--- src/sv/bbc_pkg.sv ---
// ----------------------------------------------------------------------------
// bbc_pkg
// Shared types and constants of the 3x3 edge-clipped box blur.
// ----------------------------------------------------------------------------
package bbc_pkg;

  localparam int MAX_WIDTH  = 1024;
  localparam int MAX_HEIGHT = 1024;
  localparam int DIM_W      = 11;
  localparam int ADDR_W     = $clog2(MAX_WIDTH);
  localparam int PIX_W      = 24;
  localparam int CH_W       = 8;
  localparam int SUM_W      = 12;
  localparam int RCP_W      = 14;
  localparam int RCP_SH     = 15;
  localparam int QDEPTH     = 4;
  localparam int QPTR_W     = $clog2(QDEPTH);
  localparam int QCNT_W     = QPTR_W + 1;

  localparam logic [DIM_W-1:0] CNT_TOP       = '1;
  localparam logic [DIM_W-1:0] WIDTH_RESET   = DIM_W'(640);
  localparam logic [DIM_W-1:0] HEIGHT_RESET  = DIM_W'(480);
  localparam logic [DIM_W-1:0] DIM_MIN       = DIM_W'(2);
  localparam logic [DIM_W-1:0] WIDTH_TOP     = DIM_W'(MAX_WIDTH);
  localparam logic [DIM_W-1:0] HEIGHT_TOP    = DIM_W'(MAX_HEIGHT);

  // reciprocals scaled by 2^RCP_SH, exact for sums below 2^13
  localparam logic [RCP_W-1:0] RCP_9 = RCP_W'(3641);
  localparam logic [RCP_W-1:0] RCP_6 = RCP_W'(5462);
  localparam logic [RCP_W-1:0] RCP_4 = RCP_W'(8192);

  typedef enum logic {
    CFG_FRAME_WIDTH  = 1'b0,
    CFG_FRAME_HEIGHT = 1'b1
  } cfg_idx_e;

  typedef enum logic {
    FUNC_PIXEL = 1'b0,
    FUNC_DRAIN = 1'b1
  } func_e;

  // one classified word from the front end
  typedef struct packed {
    logic [PIX_W-1:0] pix;
    logic [PIX_W-1:0] up;
    logic [PIX_W-1:0] mid;
    logic             emit;
    logic             post;
    logic             clip_top;
    logic             clip_bot;
    logic             clip_left;
    logic             last;
  } job_t;

  function automatic logic [CH_W-1:0] chan(input logic [PIX_W-1:0] p, input int k);
    chan = p[CH_W*k +: CH_W];
  endfunction

endpackage

--- src/sv/bbc_back.sv ---
// ----------------------------------------------------------------------------
// bbc_back
// Keeps the 3x3 window, sums the clipped neighbourhood and divides by the
// pixel count with a reciprocal multiply.
// ----------------------------------------------------------------------------
module bbc_back (
  input  logic                     clk_i,
  input  logic                     rst_ni,
  input  logic                     q_valid_i,
  input  bbc_pkg::job_t            job_i,
  output logic                     pop_o,
  output logic                     out_valid_o,
  input  logic                     out_stall_i,
  output logic [bbc_pkg::CH_W-1:0] red_out_o,
  output logic [bbc_pkg::CH_W-1:0] green_out_o,
  output logic [bbc_pkg::CH_W-1:0] blue_out_o,
  output logic                     frame_last_o
);

  localparam int PROD_W = bbc_pkg::SUM_W + bbc_pkg::RCP_W;

  // window columns: [row][0] = oldest column, [row][1] = middle column
  logic [bbc_pkg::PIX_W-1:0] win_q [3][2];
  logic [bbc_pkg::PIX_W-1:0] ncol [3];

  logic                      b1_valid_q, b1_last_q, b1_ready;
  logic [bbc_pkg::SUM_W-1:0] b1_x_q [3], x_d [3];
  logic [bbc_pkg::RCP_W-1:0] b1_rcp_q, rcp_d;
  logic                      out_valid_q, out_last_q, out_adv;
  logic [bbc_pkg::CH_W-1:0]  out_q [3];
  logic [PROD_W-1:0]         prod [3];
  logic                      rows3, cols3, inc_a;
  logic [bbc_pkg::SUM_W-1:0] half;
  logic [bbc_pkg::SUM_W-1:0] sum;

  assign out_adv  = !out_valid_q || !out_stall_i;
  assign b1_ready = !b1_valid_q || out_adv;
  assign pop_o    = q_valid_i && b1_ready;

  always_comb begin
    ncol[0] = job_i.up;
    ncol[1] = job_i.mid;
    ncol[2] = job_i.pix;
    rows3   = !job_i.clip_top && !job_i.clip_bot;
    cols3   = job_i.post && !job_i.clip_left;
    inc_a   = !job_i.clip_left;
    if (rows3 && cols3) begin
      rcp_d = bbc_pkg::RCP_9;
      half  = bbc_pkg::SUM_W'(4);
    end else if (rows3 || cols3) begin
      rcp_d = bbc_pkg::RCP_6;
      half  = bbc_pkg::SUM_W'(3);
    end else begin
      rcp_d = bbc_pkg::RCP_4;
      half  = bbc_pkg::SUM_W'(2);
    end
    for (int k = 0; k < 3; k++) begin
      sum = half;
      for (int r = 0; r < 3; r++) begin
        if ((r != 0 || !job_i.clip_top) && (r != 2 || !job_i.clip_bot)) begin
          if (inc_a) sum = sum + bbc_pkg::SUM_W'(bbc_pkg::chan(win_q[r][0], k));
          sum = sum + bbc_pkg::SUM_W'(bbc_pkg::chan(win_q[r][1], k));
          if (job_i.post) sum = sum + bbc_pkg::SUM_W'(bbc_pkg::chan(ncol[r], k));
        end
      end
      x_d[k] = sum;
    end
  end

  always_ff @(posedge clk_i or negedge rst_ni) begin
    if (!rst_ni) begin
      for (int r = 0; r < 3; r++) begin
        win_q[r][0] <= '0;
        win_q[r][1] <= '0;
      end
      b1_valid_q  <= 1'b0;
      out_valid_q <= 1'b0;
    end else begin
      if (pop_o) begin
        for (int r = 0; r < 3; r++) begin
          win_q[r][0] <= win_q[r][1];
          win_q[r][1] <= ncol[r];
        end
      end
      if (b1_ready) begin
        b1_valid_q <= pop_o && job_i.emit;
      end
      if (out_adv) begin
        out_valid_q <= b1_valid_q;
      end
    end
  end

  always_ff @(posedge clk_i) begin
    if (b1_ready) begin
      b1_x_q    <= x_d;
      b1_rcp_q  <= rcp_d;
      b1_last_q <= job_i.last;
    end
  end

  always_comb begin
    for (int k = 0; k < 3; k++) begin
      prod[k] = PROD_W'(b1_x_q[k]) * PROD_W'(b1_rcp_q);
    end
  end

  always_ff @(posedge clk_i) begin
    if (out_adv) begin
      for (int k = 0; k < 3; k++) begin
        out_q[k] <= prod[k][bbc_pkg::RCP_SH +: bbc_pkg::CH_W];
      end
      out_last_q <= b1_last_q;
    end
  end

  assign out_valid_o  = out_valid_q;
  assign red_out_o    = out_q[2];
  assign green_out_o  = out_q[1];
  assign blue_out_o   = out_q[0];
  assign frame_last_o = out_last_q;

endmodule

--- config.mk ---
export PLATFORM = sky130hd
export DESIGN_NAME = bbc_back
export DESIGN_NICKNAME = d
export VERILOG_FILES = /design/src/sv/bbc_pkg.sv /design/src/sv/bbc_back.sv
export SDC_FILE = /design/constraint.sdc
export NUM_CORES = 2
export LEC_CHECK = 0
export ABC_AREA = 0
export BUFFER_PORTS_ARGS = -buffer_cell sky130_fd_sc_hd__buf_2
export CAP_MARGIN = 0
export CORE_MARGIN = 5
export CORE_UTILIZATION = 35
export DETAILED_ROUTE_END_ITERATION = 10
export PLACE_DENSITY = 0.52
export SLEW_MARGIN = 10
export SYNTH_ARGS = -nofsm -noshare
export SYNTH_HDL_FRONTEND = slang
export SYNTH_SLANG_ARGS = --single-unit
--- constraint.sdc ---
create_clock -name clk_i -period 26.9 [get_ports clk_i]
set_input_delay 2.69 -clock clk_i [delete_from_list [all_inputs] [get_ports clk_i]]
set_output_delay 2.69 -clock clk_i [all_outputs]
set_load 0.02 [all_outputs]
==> reports/results.ini <==
[route]
drt_wl_total_um=72900
ant_nets=0
drt-wirelength-per-cell_um=16.5
drt_iter0_markers=877
drc=0
vias=21100
drtPass1Iterations=5
viasPerCell=4.76

[yosys]
yosysSeqAreaShare_pct=18.8
synth_nets=3947
synth_top_area_share_pct=20.4
avgSynthCellArea_sq_um=9.45
syn_inst=3179
synthTopCellsByCount=inv_1 (530), ha_1 (380), fa_1 (306)
synth_ff_type=dfrtp_1
synth_area_leader_cell=fa_1
synth.most_common_cell=inv_1
synthArstFlopShare_pct=68.9
synth_edf_count=66
synthTopCellsByArea=fa_1 (20%), ha_1 (16%), dfrtp_1 (12%), inv_1 (6.6%), edfxtp_1 (6.6%)
syn_area_sq_um=30100
ys_types=99
yosys_warnings=0
synth_seq_cells=212

[floorplanning]
die-area_sq_um=91800
die_h_um=303
start_util_pct=35.3
io_pins=109
core_area_sq_um=85100
die_x_um=303
rows=107

[cells_and_area]
area_growth_pct=9.45
final_layout_size_suffix_gt1_share_pct=11.4
nets=4029

[cts]
clk_path_buf_depth=3
clkTransAtPathRegs_ps=60
cts-resized-gates=0
worstSkewPairLatency_ps=610
cts_tree=done
cts-htree-levels=1
post_cts_buffers=0
cts_root_buf=clkbuf_16
cts_num_sinks=212
numCtsBuffers=30
postCtsHoldBufs=0

[worst_setup_path]
path_buf_inv=6
crit_slowest_cell=or4_1
cp-end-kind=flip-flop
crit_type=input pin to flip-flop
cpPeakStageDelay_ps=520
required_ps=27240
cp_max_fo=53
crit_arrival_ps=12650
start_kind=input pin
crit_family=adder cells
critPathMostFrequentCell=ha_1

[min_path]
hold_class=flip-flop to flip-flop

[global_route]
grt_pass1_wl_um=120000
grt_max_degree=91
antenna_found_initial=2
grt_usage_pct=16.2
overflow=0
grt_pass1_vias=21900

[timing]
worst_pin_slew_ps=999
clock_skew_ps=18.3
setup_viol=0
layout_min_cycle_time_ps=12310
min_period_over_period_pct=45.8
setup_tns_ps=0
maxSlewViolCount=0
rsz0062_at_grt=false
fmax_mhz=81.2
slew_headroom_pct=33.4
hold_viol=0

[placed_design]
dp_hpwl_um=59800
portBuffers=108
routabilityCongestion=0.844

[outcome]
outcome=finished clean

[job]
drv_cap=0

## worst paths after layout
kind                                   startpoint                      to  slack [ps]  cells past startpoint
min in group asynchronous                  rst_ni  win_q[134]$_DFFE_PN0P_        2180                      1
hold reg to reg               b1_last_q$_DFFE_PN_  frame_last_o$_DFFE_PP_         440                      0
setup / recovery                         job_i[1]    b1_x_q[22]$_DFFE_PN_       14590                     44
max in group asynchronous                  rst_ni  b1_valid_q$_DFFE_PN0N_       23220                      2
setup reg to reg           win_q[136]$_DFFE_PN0P_    b1_x_q[11]$_DFFE_PN_       17440                     40
hold / removal                b1_last_q$_DFFE_PN_  frame_last_o$_DFFE_PP_         440                      0
## cells by family (layout without fill, tap and decap cells)
family | Yosys count | after routing | synth area share [%]
other cells | 0 | 1 | 0
mux | 177 | 177 | 6.52
flops | 212 | 212 | 18.8
fa+ha+maj | 694 | 694 | 36.5
buf+inv | 603 | 708 | 7.58
simple gates | 706 | 706 | 11.7
xor+xnor | 223 | 223 | 6.79
compound gates | 564 | 564 | 12.2
## state kept, by name, indices dropped and copies added, names as in the netlist
| name | cells |
|---|---|
| b1_valid_q | 1 |
| out_q | 24 |
| b1_x_q | 36 |
| frame_last_o | 1 |
| win_q | 144 |
| out_valid_o | 1 |
| b1_last_q | 1 |
| b1_rcp_q | 4 |
## area by class of cell
cell class	count	area, sq um
fillers	8674	52300
multi-input cells	2364	22100
flip-flops and latches	212	5640
inverters	530	1990
well taps	1144	1430
clock buffers	38	821
repair buffers	123	664
clock inverters	17	199
diodes	1	2.50
## worst register-to-register path, delay by kind of cell (launching register included)
kind,cells,cell delay (ps)
and+or+nand+nor,5,1050
AOI/OAI and AO/OA,15,3110
DFF,1,390
adders and majority gates,10,3230
xor gates and xnor gates,6,1150
buffers and inverters,4,280
## per-stage QoR
| step | instances | hold WS [ps] | cell area (sq um) | setup WS [ps] | util, % |
|---|---|---|---|---|---|
| 2_1_floorplan | 3179 | 400 | 30100 | 14300 | - |
| 6_report | 4429 | 438 | 32900 | 14590 | 38.6 |
| 3_5_place_dp | 4373 | 422 | 31900 | 13940 | 37.4 |
| 4_1_cts | 4428 | 440 | 32900 | 14580 | 38.6 |
| 3_3_place_gp | 4373 | 408 | 31900 | 14030 | 37.4 |
| 5_1_grt | 4429 | 452 | 32900 | 13520 | 38.6 |
## metal layers
metal	GRT usage (%)	routed length, um	vias up
met5	0	0	-
met4	3.89	2030	0
met3	1.78	2170	78
met2	25.5	31400	232
met1	24.1	37300	10100
li1	-	-	10700
## cell usage in the layout, fill, tap and decap left out, types with 31 or more instances in the layout
master and instances:
a21o_1 70, a21oi_1 146, and2_1 124, buf_2 105
dfrtp_1 146, edfxtp_1 66, fa_1 306, ha_1 380
inv_1 528, mux2_2 145, mux2i_1 31, nand2_1 165
nand2b_1 33, nor2_1 199, nor2b_1 51, nor3_1 45
o21ai_0 141, xnor2_1 142, xor2_1 72
Power is left out: the tool's default activity adds up to more than one toggle a clock period on the data nets, which glitch-free logic cannot reach.
