**src/sv/bbc_pkg.sv**
```systemverilog
// ----------------------------------------------------------------------------
// bbc_pkg
// Shared types and constants of the 3x3 edge-clipped box blur.
// ----------------------------------------------------------------------------
package bbc_pkg;

  localparam int MAX_WIDTH  = 1024;
  localparam int MAX_HEIGHT = 1024;
  localparam int DIM_W      = 11;
  localparam int ADDR_W     = $clog2(MAX_WIDTH);
  localparam int PIX_W      = 24;
  localparam int CH_W       = 8;
  localparam int SUM_W      = 12;
  localparam int RCP_W      = 14;
  localparam int RCP_SH     = 15;
  localparam int QDEPTH     = 4;
  localparam int QPTR_W     = $clog2(QDEPTH);
  localparam int QCNT_W     = QPTR_W + 1;

  localparam logic [DIM_W-1:0] CNT_TOP       = '1;
  localparam logic [DIM_W-1:0] WIDTH_RESET   = DIM_W'(640);
  localparam logic [DIM_W-1:0] HEIGHT_RESET  = DIM_W'(480);
  localparam logic [DIM_W-1:0] DIM_MIN       = DIM_W'(2);
  localparam logic [DIM_W-1:0] WIDTH_TOP     = DIM_W'(MAX_WIDTH);
  localparam logic [DIM_W-1:0] HEIGHT_TOP    = DIM_W'(MAX_HEIGHT);

  // reciprocals scaled by 2^RCP_SH, exact for sums below 2^13
  localparam logic [RCP_W-1:0] RCP_9 = RCP_W'(3641);
  localparam logic [RCP_W-1:0] RCP_6 = RCP_W'(5462);
  localparam logic [RCP_W-1:0] RCP_4 = RCP_W'(8192);

  typedef enum logic {
    CFG_FRAME_WIDTH  = 1'b0,
    CFG_FRAME_HEIGHT = 1'b1
  } cfg_idx_e;

  typedef enum logic {
    FUNC_PIXEL = 1'b0,
    FUNC_DRAIN = 1'b1
  } func_e;

  // one classified word from the front end
  typedef struct packed {
    logic [PIX_W-1:0] pix;
    logic [PIX_W-1:0] up;
    logic [PIX_W-1:0] mid;
    logic             emit;
    logic             post;
    logic             clip_top;
    logic             clip_bot;
    logic             clip_left;
    logic             last;
  } job_t;

  function automatic logic [CH_W-1:0] chan(input logic [PIX_W-1:0] p, input int k);
    chan = p[CH_W*k +: CH_W];
  endfunction

endpackage

```
**src/sv/bbc_queue.sv**
```systemverilog
// ----------------------------------------------------------------------------
// bbc_queue
// Short queue of classified words between front end and back end.
// ----------------------------------------------------------------------------
module bbc_queue (
  input  logic                       clk_i,
  input  logic                       rst_ni,
  input  logic                       push_i,
  input  bbc_pkg::job_t              job_i,
  input  logic                       pop_i,
  output logic                       valid_o,
  output bbc_pkg::job_t              job_o,
  output logic [bbc_pkg::QCNT_W-1:0] level_o
);

  bbc_pkg::job_t                    buf_q [bbc_pkg::QDEPTH];
  logic [bbc_pkg::QPTR_W-1:0]       wr_q, wr_d;
  logic [bbc_pkg::QPTR_W-1:0]       rd_q, rd_d;
  logic [bbc_pkg::QCNT_W-1:0]       cnt_q, cnt_d;

  always_comb begin
    wr_d  = push_i ? wr_q + 1'b1 : wr_q;
    rd_d  = pop_i ? rd_q + 1'b1 : rd_q;
    cnt_d = cnt_q + bbc_pkg::QCNT_W'(push_i) - bbc_pkg::QCNT_W'(pop_i);
  end

  always_ff @(posedge clk_i or negedge rst_ni) begin
    if (!rst_ni) begin
      wr_q  <= '0;
      rd_q  <= '0;
      cnt_q <= '0;
    end else begin
      wr_q  <= wr_d;
      rd_q  <= rd_d;
      cnt_q <= cnt_d;
    end
  end

  always_ff @(posedge clk_i) begin
    if (push_i) begin
      buf_q[wr_q] <= job_i;
    end
  end

  assign valid_o = (cnt_q != '0);
  assign job_o   = buf_q[rd_q];
  assign level_o = cnt_q;

`ifndef SYNTHESIS
  a_no_overflow: assert property (@(posedge clk_i) disable iff (!rst_ni)
    push_i && !pop_i |-> cnt_q < bbc_pkg::QCNT_W'(bbc_pkg::QDEPTH))
    else $error("queue overflow");
  a_no_underflow: assert property (@(posedge clk_i) disable iff (!rst_ni)
    pop_i |-> cnt_q != '0)
    else $error("queue underflow");
  a_ptr_track: assert property (@(posedge clk_i) disable iff (!rst_ni)
    cnt_q == '0 |-> wr_q == rd_q)
    else $error("queue pointers out of step");
`endif

endmodule

```
**config.mk**
```make
export PLATFORM = sky130hd
export DESIGN_NAME = bbc_queue
export DESIGN_NICKNAME = d
export VERILOG_FILES = /design/src/sv/bbc_pkg.sv /design/src/sv/bbc_queue.sv
export SDC_FILE = /design/constraint.sdc
export NUM_CORES = 1
export LEC_CHECK = 0
export BUFFER_PORTS_ARGS = -buffer_cell sky130_fd_sc_hd__buf_2
export CORE_MARGIN = 3
export CORE_UTILIZATION = 51
export CTS_CLUSTER_SIZE = 25
export DETAILED_ROUTE_END_ITERATION = 8
export PLACE_DENSITY_LB_ADDON = 0.15
export SLEW_MARGIN = 10
export SYNTH_ARGS = -nofsm -noshare
export SYNTH_HDL_FRONTEND = slang
export SYNTH_SLANG_ARGS = --single-unit
```
**constraint.sdc**
```tcl
create_clock -name clk_i -period 2.7 [get_ports clk_i]
set_input_delay 0.27 -clock clk_i [delete_from_list [all_inputs] [get_ports clk_i]]
set_output_delay 0.27 -clock clk_i [all_outputs]
set_load 0.05 [all_outputs]
```
==> run summary, run 1 <==
Status -> finished, final reports clean
Placed Area -> 12900 µm²
#FFs+latches synth -> 319
Max Freq -> 417 MHz
CTS Buffer Depth -> 3
H-tree Lvls -> 2
Startpoint types -> register
Post-Synthesis Net Count -> 530
Syn Area/Cell -> 26.6 µm²
Area grow syn2layout -> 25.8%
Critical Path Source -> rd_q[0]
Pwr Total -> 0.0181 W
Gpl congestion -> 0.689
DR iter-0 viols -> 388
I/O pin cnt -> 164
Via count -> 5536
Max IR drop VDD -> 0.809 mV
CTS buffer count -> 35
Wirelength per Cell -> 21.4 µm
Setup ws final -> 0.304 ns
Post-DRT Antenna Nets -> 0
Initial Util -> 0.527
# rows -> 54
Synth unique cells -> 16
CP Class -> register to primary output
Setup slack, reg-to-reg -> 0.91 ns
Hold_sp -> job_i[28]
Critical Path End Type -> primary output
Fin crit share -> 0.887
Pre-CTS WS -> 0.776 ns
Hold Path Cell Cnt -> 1
Setup violations, final -> 0
First-pass GRT wire length -> 33.5 mm
DIE WIDTH -> 158 µm
Req. time, crit path -> 2.43 ns
Hold WS -> 0.0186 ns
Number of post-CTS setup repair buffers -> 0
Max_cap viols -> 0
Vias in the first global route -> 6072
CTS tree -> built
Met1 WL -> 9.22 mm
Total wire length -> 21.7 mm
Nets -> 802
Crit path DAT -> 2.13 ns
Filler Cell Count -> 1421
Max Fanout on Critical Path -> 49
Vias per cell -> 5.45
Port bufs -> 163
Synth warn -> 0
PwrDens -> 1230 nW/µm²
Slew @ Worst Pin -> 0.606 ns
Clock Sinks -> 319
Root Driver -> clkbuf_16
Hold_buf cts -> 77
Total GRT Usage -> 0.179
DRC violations left -> 0
Met2 wire len -> 10.9 mm
Initial antenna violation count -> 0
Synth Cell Area -> 11700 µm²
Final HPWL DP -> 12.8 mm
Reg-to-reg startpoint -> wr_q[1]
Leak Pwr -> 5.15 nW
Diode count -> 0
Largest net degree at the start of global routing -> 50
Clock network latency to the later pin of the worst-skew pair -> 0.50 ns
Final Skew -> 0.0155 ns
Hold Vio Cnt, Final -> 0
Reg2reg end -> buf_q[1][4]
Rel. slew slack -> 0.596
Slew Viols, Final -> 0
Worst Hold End -> buf_q[3][28]
Sequential-to-total area share from yosys stat -> 0.814
Post-CTS Resized -> 0
Final instance area -> 14700 µm²
Core area -> 22200 µm²
Vert. Die Dim -> 158 µm
Reg clk slew, reported paths -> 0.05 ns
Setup TNS -> 0 ns
Min cycle time layout -> 2.40 ns
Worst hold path class -> primary input to register
R2R cell count -> 4
Top sig layer -> met4
Full die area -> 24800 µm²
Post-Syn Instances -> 441
RSZ-0062 raised after global routing -> false
Met3 Wirelength -> 1.13 mm
First-pass detailed-route iteration total -> 4
GRT overflow -> 0
Fraction of layout cells with a size suffix above 1 -> 0.408
-- layout by cell type, fill, tap and decap left out, types with 3 or more instances in the layout --
cell             n
dfrtp_1          5
edfxtp_1       312
xor2_1           3
buf_4            3
clkbuf_16       37
clkbuf_1        13
clkinv_1         6
buf_12          10
inv_1            6
buf_2          163
dlygate4sd3_1   77
mux4_2          78
and2_4           4
ha_1             6
-- cell families (layout without fill, tap and decap cells) --
kind of cell	Yosys count	after routing	share of synthesized area
AOI/OAI and AO/OA	1	1	0.000426
xor gates and xnor gates	5	5	0.00374
adders and majority gates	7	7	0.00811
buffers and inverters	24	318	0.0206
DFF	319	319	0.814
muxes	78	78	0.150
and+or+nand+nor	7	7	0.00331
-- area by class of cell --
| type | instances | area [µm²] | area share |
|---|---|---|---|
| multi-input combinational | 98 | 1950 | 0.132 |
| inverter | 6 | 22.5 | 0.00153 |
| sequential | 319 | 9550 | 0.648 |
| timing repair buffer | 253 | 1810 | 0.123 |
| tap | 280 | 350 | 0.0238 |
| clock inverter | 9 | 87.6 | 0.00594 |
| clock buffer | 50 | 975 | 0.0661 |
-- sequential cells by signal (all words and copies together) (netlist names) --
register / count
buf_q: 312
level_o: 3
wr_q: 2
rd_q: 2
-- through the flow --
stage,std cells,util
finish,1015,0.663
global route,1015,0.663
CTS,1015,0.663
detailed placement,879,0.581
global placement,879,0.581
floorplan,441,-
-- power breakdown --
part	internal, W	total (W)	switching [W]
Combinational	0.00215	0.00690	0.00475
Clock	0.00268	0.00437	0.00169
Sequential	0.00648	0.00679	0.000309
Total	0.0113	0.0181	0.00675
-- synth_stat cells, drive strengths merged --
cell    count  share of area
and2        4         0.0021
xnor2       2         0.0015
dfrtp       7          0.015
edfxtp    312           0.80
mux4       78           0.15
nand2       2        0.00064
o21ai       1        0.00043
buf        18          0.019
fa          1         0.0017
ha          6         0.0064
xor2        3         0.0022
inv         6         0.0019
or3         1        0.00053
-- worst max path at each step --
stage / slack (ns) / depth (start not counted) / end
global route: 0.18 / 3 / job_o[2]
global placement: 0.78 / 3 / job_o[6]
floorplan: 0.67 / 3 / buf_q[0][0]
detailed placement: 0.78 / 3 / job_o[6]
finish: 0.30 / 3 / job_o[77]
CTS: 0.24 / 3 / job_o[77]
-- worst max-delay path, stage by stage, from the launching register on --
cell and delay [ns]:
dfrtp_4 0.44, buf_12 0.37, mux4_2 0.58, buf_2 0.23
-- routing by layer --
| layer | global-route usage | vias up |
|---|---|---|
| met1 | 0.245 | 2881 |
| met2 | 0.295 | 173 |
| li1 | - | 2440 |
| met5 | 0 | - |
| met4 | 0.0554 | 0 |
| met3 | 0.0353 | 42 |
No activity file was read; power rests on OpenSTA's default activity.
==> inputs of run 2 (changes only) <==
--- a/config.mk
+++ b/config.mk
@@ -7,7 +7,8 @@
 export LEC_CHECK = 0
 export BUFFER_PORTS_ARGS = -buffer_cell sky130_fd_sc_hd__buf_2
 export CORE_MARGIN = 3
-export CORE_UTILIZATION = 51
+export CORE_UTILIZATION = 59
+export CTS_BUF_LIST = sky130_fd_sc_hd__clkbuf_4
 export CTS_CLUSTER_SIZE = 25
 export DETAILED_ROUTE_END_ITERATION = 8
 export PLACE_DENSITY_LB_ADDON = 0.15
==> constraint.sdc (replaced) <==
create_clock -name clk_i -period 2.6 [get_ports clk_i]
set_input_delay 0.26 -clock clk_i [delete_from_list [all_inputs] [get_ports clk_i]]
set_output_delay 0.26 -clock clk_i [all_outputs]
set_load 0.05 [all_outputs]
==> run summary, run 2 (synthesis gave the netlist of run 1 again) <==
Status -> finished, final reports clean
Via count -> 5809 (+4.9%)
Reg clk slew, reported paths -> 0.07 ns (+0.02 ns)
Commonest non-fill, non-tap cell in the layout -> edfxtp_1
RSZ-0062 raised after global routing -> true
Setup violations, final -> 0 (unchanged)
Post-DRT Antenna Nets -> 0 (unchanged)
Setup slack, reg-to-reg -> 0.78 ns (-0.13 ns)
Nets -> 854 (+6.5%)
Min cycle time layout -> 2.51 ns
Total wire length -> 21.9 mm (+0.71%)
Initial Util -> 0.614 (+0.0870)
Diode count -> 0 (unchanged)
Final Skew -> 0.0313 ns (+0.0158 ns)
DR iter-0 viols -> 320 (-18%)
Total GRT Usage -> 0.213 (+0.0340)
Initial antenna violation count -> 0 (unchanged)
Max IR drop VDD -> 0.829 mV (+2.5%)
Final Util -> 0.767 (+0.103)
Vias in the first global route -> 6606 (+8.8%)
R2R cell count -> 4 (unchanged)
Worst Hold End -> buf_q[3][46]
GRT met2 Usage -> 0.353 (+0.0580)
Max_cap viols -> 0 (unchanged)
Fin crit share -> 0.965
Hold WS -> 0.361 ns (+0.343 ns)
Hold Path Cell Cnt -> 2 (+1)
Met1 usage -> 0.270 (+0.0252)
Rel. slew slack -> 0.657 (+0.0617)
Clock Sinks -> 319 (unchanged)
GRT overflow -> 0 (unchanged)
First-pass GRT wire length -> 35.0 mm (+4.7%)
Startpoint types -> register
DIE WIDTH -> 147 µm (-6.8%)
Port bufs -> 163 (unchanged)
Met3 Use GR -> 0.0629 (+0.0277)
CTS buffer count -> 79 (+130%)
Slew @ Worst Pin -> 0.514 ns (-0.0925 ns)
DRC violations left -> 0 (unchanged)
Vias per cell -> 5.44 (-0.18%)
Final HPWL DP -> 12.8 mm (about the same)
Largest Register -> buf_q
Reg-to-reg startpoint -> wr_q[0]
Clock network latency to the later pin of the worst-skew pair -> 0.65 ns (+0.15 ns)
Req. time, crit path -> 2.34 ns (-0.09 ns)
Number of post-CTS setup repair buffers -> 0 (unchanged)
CP Class -> register to primary output
PwrDens -> 1230 nW/µm² (+0.62%)
Max reg flops -> 312 (unchanged)
First-pass detailed-route iteration total -> 4 (unchanged)
Gpl congestion -> 0.709 (+2.9%)
Max Fanout on Critical Path -> 35 (-29%)
Setup ws final -> 0.0902 ns (-0.214 ns)
Leak Pwr -> 5.23 nW (+1.6%)
Busiest grt layer -> met2
Vert. Die Dim -> 147 µm (-6.8%)
Full die area -> 21600 µm² (-13%)
H-tree Lvls -> 3 (+1)
Hold_sp -> job_i[46]
Area grow syn2layout -> 24.8%
CTS tree -> built
CTS Buffer Depth -> 3 (unchanged)
Pre-CTS WS -> 0.641 ns (-0.135 ns)
Largest net degree at the start of global routing -> 40 (-20%)
# rows -> 50 (-7.4%)
Fraction of layout cells with a size suffix above 1 -> 0.475 (+0.0664)
Core area -> 19100 µm² (-14%)
Root Driver -> clkbuf_4
Placed Area -> 12900 µm² (-0.37%)
I/O pin cnt -> 164 (unchanged)
Wirelength per Cell -> 20.5 µm (-4.2%)
Slew Viols, Final -> 0 (unchanged)
Most frequent cells in the layout -> 312 x edfxtp_1, 160 x buf_2, 114 x clkbuf_4, 82 x dlygate4sd3_1, 78 x mux4_2
Worst hold path class -> primary input to register
Filler Cell Count -> 1060 (-25%)
Max Freq -> 398 MHz
Hold Vio Cnt, Final -> 0 (unchanged)
Critical Path End Type -> primary output
Crit path DAT -> 2.25 ns (+0.12 ns)
Final instance area -> 14600 µm² (-0.79%)
Reg2reg end -> buf_q[0][8]
## run 2: cell count changes in the layout (fill, tap and decap cells not counted), sizes merged
cell         previous run  this run
inv                     6        11
clkinv                  7         5
buf                   176       178
bufinv                  2         0
dlygate4sd3            77        82
clkbuf                 50       114
## run 2: area by class of cell
cell class,count,area [µm²],share of cell area
multi-input combinational,98,1950,0.133
sequential,319,9550,0.653
tap,260,325,0.0222
clock inverter,10,40.0,0.00274
inverter,6,22.5,0.00154
timing repair buffer,261,1890,0.129
clock buffer,113,848,0.0580
## run 2: per-stage QoR
stage / std cells / total power (W) / TNS [ns]
2_1_floorplan: 441 / 0.0128 / 0
3_3_place_gp: 861 / 0.0141 / 0
3_5_place_dp: 861 / 0.0143 / 0
4_1_cts: 1067 / 0.0183 / 0
5_1_grt: 1067 / 0.0189 / -0.163
6_report: 1067 / 0.0180 / 0
## run 2: critical path: stages, from the launching register on
cell     delay, ns
dfrtp_4       0.67
buf_12        0.28
mux4_2        0.37
buf_2         0.23
## run 2: what timing repair did
item | in CTS | in global routing
setup endpoints to repair | 76 | 17
endpoints found under the hold margin | 324 | 0
hold buffers | 82 | 0
gates resized for setup | 4 | 6
cloned | 1 | 0
## run 2: where the power goes
| part | total, W | switching, W | leakage [nW] | internal (W) |
|---|---|---|---|---|
| Clock | 0.00372 | 0.00175 | 0.554 | 0.00197 |
| Combinational | 0.00725 | 0.00495 | 1.73 | 0.00230 |
| Sequential | 0.00706 | 0.000330 | 2.95 | 0.00673 |
| Total | 0.0180 | 0.00704 | 5.23 | 0.0110 |
## run 2: how the worst max path moves through the flow
stage                        from           to  cells after the start
final                     rd_q[1]    job_o[61]                      3
after global routing      rd_q[0]    job_o[23]                      3
after CTS                 rd_q[1]     job_o[0]                      3
after detailed placement  rd_q[0]    job_o[23]                      3
after global placement    rd_q[0]    job_o[23]                      3
after floorplan           wr_q[0]  buf_q[0][0]                      3
## run 2: routing by layer
metal,share of wire,wire length (µm)
met1,0.39,8460
met2,0.53,11500
met3,0.071,1550
met4,0.017,371
met5,0,0
